### config.mk
export PLATFORM = sky130hd
export DESIGN_NAME = gamepad_encoder_debounce
export DESIGN_NICKNAME = d
export VERILOG_FILES = /design/src/rtl/gpenc_pkg.sv /design/src/rtl/gpenc_encoder.sv /design/src/rtl/gpenc_debounce.sv /design/src/rtl/gamepad_encoder_debounce.sv
export SDC_FILE = /design/constraint.sdc
export NUM_CORES = 1
export LEC_CHECK = 0
export BUFFER_PORTS_ARGS = -buffer_cell sky130_fd_sc_hd__buf_2
export CAP_MARGIN = 0
export CELL_PAD_IN_SITES_DETAIL_PLACEMENT = 1
export CELL_PAD_IN_SITES_GLOBAL_PLACEMENT = 1
export CORE_UTILIZATION = 52
export DETAILED_ROUTE_END_ITERATION = 10
export PLACE_DENSITY = 0.89
export SKIP_LAST_GASP = 1
export SLEW_MARGIN = 30
export SYNTH_ARGS = -nofsm -noshare
export SYNTH_HDL_FRONTEND = slang
export SYNTH_SLANG_ARGS = --single-unit
### constraint.sdc
create_clock -name clk -period 7.55 [get_ports clk]
set_clock_uncertainty 0.15 [all_clocks]
set_input_delay 0.755 -clock clk [delete_from_list [all_inputs] [get_ports clk]]
set_output_delay 0.755 -clock clk [all_outputs]
set_load 0.02 [all_outputs]
### src/rtl/gpenc_pkg.sv
// Shared package for the gamepad encoder and key debouncer.
// Holds register reset values, configuration register indexes and the turn direction type.
// No dependencies.
`default_nettype none
package gpenc_pkg;

	localparam int KEYS_DEF = 16;
	localparam int KEY_OUT_W = 16;
	localparam int MASK_W = 8;
	localparam int IDX_W = 4;

	localparam logic [MASK_W-1:0] MASK_RST = 8'h01;
	localparam logic [IDX_W-1:0] RIGHT_RST = 4'd7;
	localparam logic [IDX_W-1:0] LEFT_RST = 4'd6;

	typedef enum logic [1:0] {
		CFG_HISTORY_MASK = 2'd0,
		CFG_RIGHT_KEY = 2'd1,
		CFG_LEFT_KEY = 2'd2
	} cfg_idx_t;

	typedef struct packed {
		logic pos;
		logic neg;
	} turn_t;

endpackage
`default_nettype wire

### src/rtl/gpenc_encoder.sv
// Quadrature encoder turn accumulator with 16-bit signed saturation.
// Depends on gpenc_pkg for the turn direction type.
`default_nettype none
module gpenc_encoder (
	input  wire logic          clk,
	input  wire logic          arst_n,
	input  wire logic          ev_en,
	input  wire logic          enc_a,
	input  wire logic          enc_b,
	input  wire logic          tick_clr,
	output gpenc_pkg::turn_t   turn
);
	import gpenc_pkg::*;

	localparam logic signed [15:0] ACC_MAX = 16'sh7FFF;
	localparam logic signed [15:0] ACC_MIN = -16'sh8000;

	logic prev_a_q;
	logic prev_b_q;
	logic signed [15:0] accum_q;

	always_ff @(posedge clk or negedge arst_n) begin
		if (!arst_n) begin
			prev_a_q <= 1'b0;
			prev_b_q <= 1'b0;
			accum_q <= '0;
		end else if (tick_clr) begin
			accum_q <= '0;
		end else if (ev_en && (enc_a != prev_a_q)) begin
			prev_a_q <= enc_a;
			if (enc_b != prev_b_q) begin
				prev_b_q <= enc_b;
				if (enc_a == enc_b) begin
					if (accum_q != ACC_MAX) begin
						accum_q <= accum_q + 16'sd1;
					end
				end else begin
					if (accum_q != ACC_MIN) begin
						accum_q <= accum_q - 16'sd1;
					end
				end
			end
		end
	end

	assign turn.neg = accum_q[15];
	assign turn.pos = !accum_q[15] && (accum_q != '0);

endmodule
`default_nettype wire

### src/rtl/gpenc_debounce.sv
// Per-key shift history debouncer; all keys update in parallel on a poll tick.
// Depends on gpenc_pkg for the mask width.
`default_nettype none
module gpenc_debounce #(
	parameter int KEYS = gpenc_pkg::KEYS_DEF
) (
	input  wire logic                          clk,
	input  wire logic                          arst_n,
	input  wire logic                          tick_en,
	input  wire logic [KEYS-1:0]               key_bits,
	input  wire logic [gpenc_pkg::MASK_W-1:0]  history_mask,
	output logic [KEYS-1:0]                    held_next
);
	import gpenc_pkg::*;

	logic [MASK_W-1:0] hist_q [KEYS];
	logic [MASK_W-1:0] hist_nxt [KEYS];
	logic [KEYS-1:0] held_q;
	logic [KEYS-1:0] held_nxt;

	always_comb begin
		held_nxt = held_q;
		for (int i = 0; i < KEYS; i++) begin
			hist_nxt[i] = {hist_q[i][MASK_W-2:0], key_bits[i]} & history_mask;
			if (hist_nxt[i] == history_mask) begin
				held_nxt[i] = 1'b1;
			end else if (hist_nxt[i] == '0) begin
				held_nxt[i] = 1'b0;
			end
		end
	end

	always_ff @(posedge clk or negedge arst_n) begin
		if (!arst_n) begin
			held_q <= '0;
			for (int i = 0; i < KEYS; i++) begin
				hist_q[i] <= '0;
			end
		end else if (tick_en) begin
			held_q <= held_nxt;
			for (int i = 0; i < KEYS; i++) begin
				hist_q[i] <= hist_nxt[i];
			end
		end
	end

	assign held_next = held_nxt;

endmodule
`default_nettype wire

### src/rtl/gamepad_encoder_debounce.sv
// Top level: input register, encoder accumulator, key debouncer and result register.
// Depends on gpenc_pkg, gpenc_encoder and gpenc_debounce.
// A poll tick passes the input register, then the result register, which holds its key word.
// One item is accepted every cycle unless a poll tick waits on a stalled result register.
// Encoder events give no result. Reset clears all but data registers and loads defaults.
`default_nettype none
module gamepad_encoder_debounce #(
	parameter int KEYS = gpenc_pkg::KEYS_DEF
) (
	input  wire logic                              clk,
	input  wire logic                              arst_n,
	input  wire logic                              in_valid,
	output logic                                   in_stall,
	input  wire logic                              mode,
	input  wire logic                              enc_a,
	input  wire logic                              enc_b,
	input  wire logic [gpenc_pkg::KEY_OUT_W-1:0]   raw_keys,
	output logic                                   out_valid,
	input  wire logic                              out_stall,
	output logic [gpenc_pkg::KEY_OUT_W-1:0]        key_state,
	input  wire logic                              cfg_valid,
	output logic                                   cfg_ready,
	input  wire logic [1:0]                        cfg_index,
	input  wire logic [gpenc_pkg::MASK_W-1:0]      cfg_data
);
	import gpenc_pkg::*;

	localparam int EXT_W = (KEYS > KEY_OUT_W) ? KEYS : KEY_OUT_W;

	logic [MASK_W-1:0] mask_q;
	logic [IDX_W-1:0] right_q;
	logic [IDX_W-1:0] left_q;

	logic valid_s1;
	logic mode_s1;
	logic enc_a_s1;
	logic enc_b_s1;
	logic [KEY_OUT_W-1:0] raw_s1;

	logic out_valid_q;
	logic [KEY_OUT_W-1:0] key_state_q;

	logic advance;
	logic ev_en;
	logic tick_en;
	turn_t turn;
	logic [EXT_W-1:0] raw_ext;
	logic [KEYS-1:0] key_bits;
	logic [KEYS-1:0] held_next;
	logic [EXT_W-1:0] held_ext;

	assign cfg_ready = 1'b1;

	always_ff @(posedge clk or negedge arst_n) begin
		if (!arst_n) begin
			mask_q <= MASK_RST;
			right_q <= RIGHT_RST;
			left_q <= LEFT_RST;
		end else if (cfg_valid && cfg_ready) begin
			unique case (cfg_idx_t'(cfg_index))
				CFG_HISTORY_MASK: mask_q <= cfg_data;
				CFG_RIGHT_KEY: right_q <= cfg_data[IDX_W-1:0];
				CFG_LEFT_KEY: left_q <= cfg_data[IDX_W-1:0];
				default: ;
			endcase
		end
	end

	// A poll tick needs a free result register; an encoder event always moves on.
	assign advance = valid_s1 && (!mode_s1 || !out_valid_q || !out_stall);
	assign in_stall = valid_s1 && !advance;
	assign ev_en = advance && !mode_s1;
	assign tick_en = advance && mode_s1;

	always_ff @(posedge clk or negedge arst_n) begin
		if (!arst_n) begin
			valid_s1 <= 1'b0;
		end else if (!in_stall) begin
			valid_s1 <= in_valid;
		end
	end

	always_ff @(posedge clk) begin
		if (in_valid && !in_stall) begin
			mode_s1 <= mode;
			enc_a_s1 <= enc_a;
			enc_b_s1 <= enc_b;
			raw_s1 <= raw_keys;
		end
	end

	gpenc_encoder u_encoder (
		.clk      (clk),
		.arst_n   (arst_n),
		.ev_en    (ev_en),
		.enc_a    (enc_a_s1),
		.enc_b    (enc_b_s1),
		.tick_clr (tick_en),
		.turn     (turn)
	);

	always_comb begin
		raw_ext = EXT_W'(raw_s1);
		for (int i = 0; i < KEYS; i++) begin
			key_bits[i] = raw_ext[i]
				| (turn.neg && (32'(right_q) == i))
				| (turn.pos && (32'(left_q) == i));
		end
	end

	gpenc_debounce #(
		.KEYS (KEYS)
	) u_debounce (
		.clk          (clk),
		.arst_n       (arst_n),
		.tick_en      (tick_en),
		.key_bits     (key_bits),
		.history_mask (mask_q),
		.held_next    (held_next)
	);

	// The debouncer updates on the same edge; the result register takes its next value.
	assign held_ext = EXT_W'(held_next);

	always_ff @(posedge clk or negedge arst_n) begin
		if (!arst_n) begin
			out_valid_q <= 1'b0;
		end else if (tick_en) begin
			out_valid_q <= 1'b1;
		end else if (!out_stall) begin
			out_valid_q <= 1'b0;
		end
	end

	always_ff @(posedge clk) begin
		if (tick_en) begin
			key_state_q <= held_ext[KEY_OUT_W-1:0];
		end
	end

	assign out_valid = out_valid_q;
	assign key_state = key_state_q;

endmodule
`default_nettype wire
==> out/results.tsv <==
metric	value	unit
post_cts_buffers	0	
ant_nets	0	
min_path_type	input port to asynchronous set/reset pin	
port_buffers	51	
syn_nets	1134	
rows	50	
ys_ff_latch	199	
fin_total_pwr	0.003197	W
holdBufCountCts	0	
cts_resized	0	
cts_tree	done	
grt_usage	0.3286	
area_growth	9.657	%
die_h	141.2	um
cts.sinks	199	
max_freq	0.3179	GHz
htreeDepth	4	
max_slew_margin	0.3375	
p_leak	4.940	nW
avgSynthCellArea	9.291	um2
grt_max_degree	105	
synth_edf_count	35	
power_density	289.2	mW/mm2
clk-insertion-delay-late	0.45	ns
worst_slack	4.405	ns
period_share	0.4166	
outcome	complete, no violations	
firstDrtPassIters	5	
synth_cell_type_count	70	
finalSetupTns	0	ns
final_layout_size_suffix_gt1_frac	0.1232	
synth.area.top_cells	dfrtp_1 39%, edfxtp_1 10%, nand2_1 9.9%, o21ai_0 5.6%, o22ai_1 3.0%	
antennaDiodeCount	0	
dp_hpwl	19360	um
wl_per_cell	22.67	um
drc	0	
synth_top_area_frac	0.3922	
clockBufferDepth	2	
start_kind	flip-flop	
yosys.cell_count.top_type	nand2_1	
max-vdd-ir-drop	0.0001680	V
cap_viol_max_count	0	
grt_pass1_wl	49840	um
die-area	0.01995	mm2
endpoint_kind	flip-flop	
ys.flop_type	dfrtp_1	
tightest_slew	0.9854	ns
drt-vias-per-instance	6.500	
antenna_found_initial	0	
synthTopCellsByCount	265 x nand2_1, 158 x dfrtp_1, 112 x o21ai_0	
drv_slew	0	
vias	8918	
synth_area	0.01008	mm2
cts-root-buf	clkbuf_16	
gp_congestion	0.8604	
nNetsFinal	1148	
finalHoldViolCount	0	
ys_warn_count	0	
path_class	flip-flop to flip-flop	
grt_setup_unrepaired	no	
min_period	3.145	ns
initial_core_util	0.5353	
clk_pin_slew_worst_paths	0.08	ns
critPathArrivalTime	3.36	ns
fp.dieW	141.2	um
coreArea	0.01883	mm2
first_iter_violations	649	
ios	53	
grt_pass1_vias	9164	
cp.required	7.76	ns
synth_cells	1085	
yosys.area.top_type	dfrtp_1	
worstPathMaxFanout	20	
ys_seq_area_frac	0.5121	
gr-total-overflow	0	
dp_slack	4.442	ns
setup_viol	0	
postSynth.asyncResetShare	0.8241	
routed_wirelength	31110	um
cts_made_buffers	17	
==> stage by stage <==
step	cells	hold slack, ns	area (um2)	utilization
2_1_floorplan	1085	0.3091	10080	-
4_1_cts	1372	0.3188	11040	0.5864
3_5_place_dp	1340	0.3319	10480	0.5566
6_report	1372	0.2554	11050	0.5870
5_1_grt	1372	0.3228	11050	0.5870
3_3_place_gp	1340	0.3242	10480	0.5566
==> per-layer routing <==
metal | GRT usage | share of wire | wire length [um] | up-vias
li1 | - | - | - | 3986
met1 | 0.4191 | 0.41 | 12860 | 4471
met2 | 0.5305 | 0.48 | 14850 | 371
met3 | 0.07745 | 0.074 | 2305 | 90
met4 | 0.1539 | 0.035 | 1096 | 0
met5 | 0 | 0 | 0 | -
==> power breakdown <==
group          switching (W)  total (W)  internal, W
registers           0.000154    0.00138      0.00122
logic               0.000610   0.000925     0.000315
clock network       0.000458   0.000896     0.000437
total                0.00122    0.00320      0.00197
==> path summary, 6_finish.rpt <==
path | from | slack (ns) | cells after the start | endpoint
min in group clk | raw_keys[13] | 0.33 | 1 | raw_ext[13]$_DFFE_PP_
hold / removal | arst_n | 0.26 | 1 | u_debounce.hist_q[100]$_DFFE_PN0P_
setup reg to reg | enc_a_s1$_DFFE_PP_ | 4.40 | 9 | u_encoder.accum_q[15]$_DFFE_PN0P_
hold reg to reg | u_debounce.held_q[10]$_DFFE_PN0P_ | 0.36 | 1 | u_debounce.held_q[10]$_DFFE_PN0P_
setup / recovery | enc_a_s1$_DFFE_PP_ | 4.40 | 9 | u_encoder.accum_q[15]$_DFFE_PN0P_
max in group asynchronous | arst_n | 5.55 | 2 | u_debounce.hist_q[27]$_DFFE_PN0P_
==> final cells by class <==
type / count / area (um2)
inverters: 12 / 45.04
repair buffers: 64 / 365.4
flip-flops and latches: 199 / 5162
well taps: 260 / 325.3
clock inverters: 15 / 136.4
fillers: 2158 / 7776
multi-input cells: 805 / 4594
clock buffers: 17 / 425.4
==> cells by family after synthesis <==
logic type,after synthesis,share of synthesized area
multiplexers,14,0.01564
flip-flops,199,0.5121
other,1,0.0003720
XOR/XNOR,12,0.01043
AO/OA/AOI/OAI,320,0.2091
buffers and inverters,81,0.03388
AND/OR/NAND/NOR,443,0.1991
adder cells (fa/ha/maj),15,0.01936
==> registers in the layout, summed over array words and instances, names as in the netlist <==
name and count:
left_q 4, valid_s1 1, u_debounce.held_q 16, key_state 16, raw_ext 16, right_q 4, out_valid 1, enc_a_s1 1
u_encoder.accum_q 16, u_debounce.hist_q 112, mode_s1 1, u_encoder.prev_a_q 1, enc_b_s1 1, mask_q 8, u_encoder.prev_b_q 1
==> cells in the final DEF, fill, tap and decap left out, types with 14 or more instances in the layout <==
master,Yosys,layout
a22oi_1,14,14
ha_1,14,14
o22ai_1,48,48
nor4_1,17,17
mux2_2,14,14
o21ai_0,112,112
edfxtp_1,35,35
a21o_1,21,21
nor2_1,29,29
buf_2,6,50
nand3_1,56,55
dfrtp_1,158,158
nand4_1,23,23
o31ai_1,15,14
a21oi_1,30,30
nand2_1,265,265
clkbuf_16,0,17
==> worst max-delay path: stages, from the launching register on <==
cell and delay (ns):
edfxtp_1 0.51, xor2_1 0.22, buf_4 0.28, ha_1 0.29, a211oi_1 0.29, o21bai_2 0.14
o211ai_1 0.28, mux2_2 0.40, nor4_1 0.29, a2bb2oi_1 0.21
(Power assumes the default switching activity.)
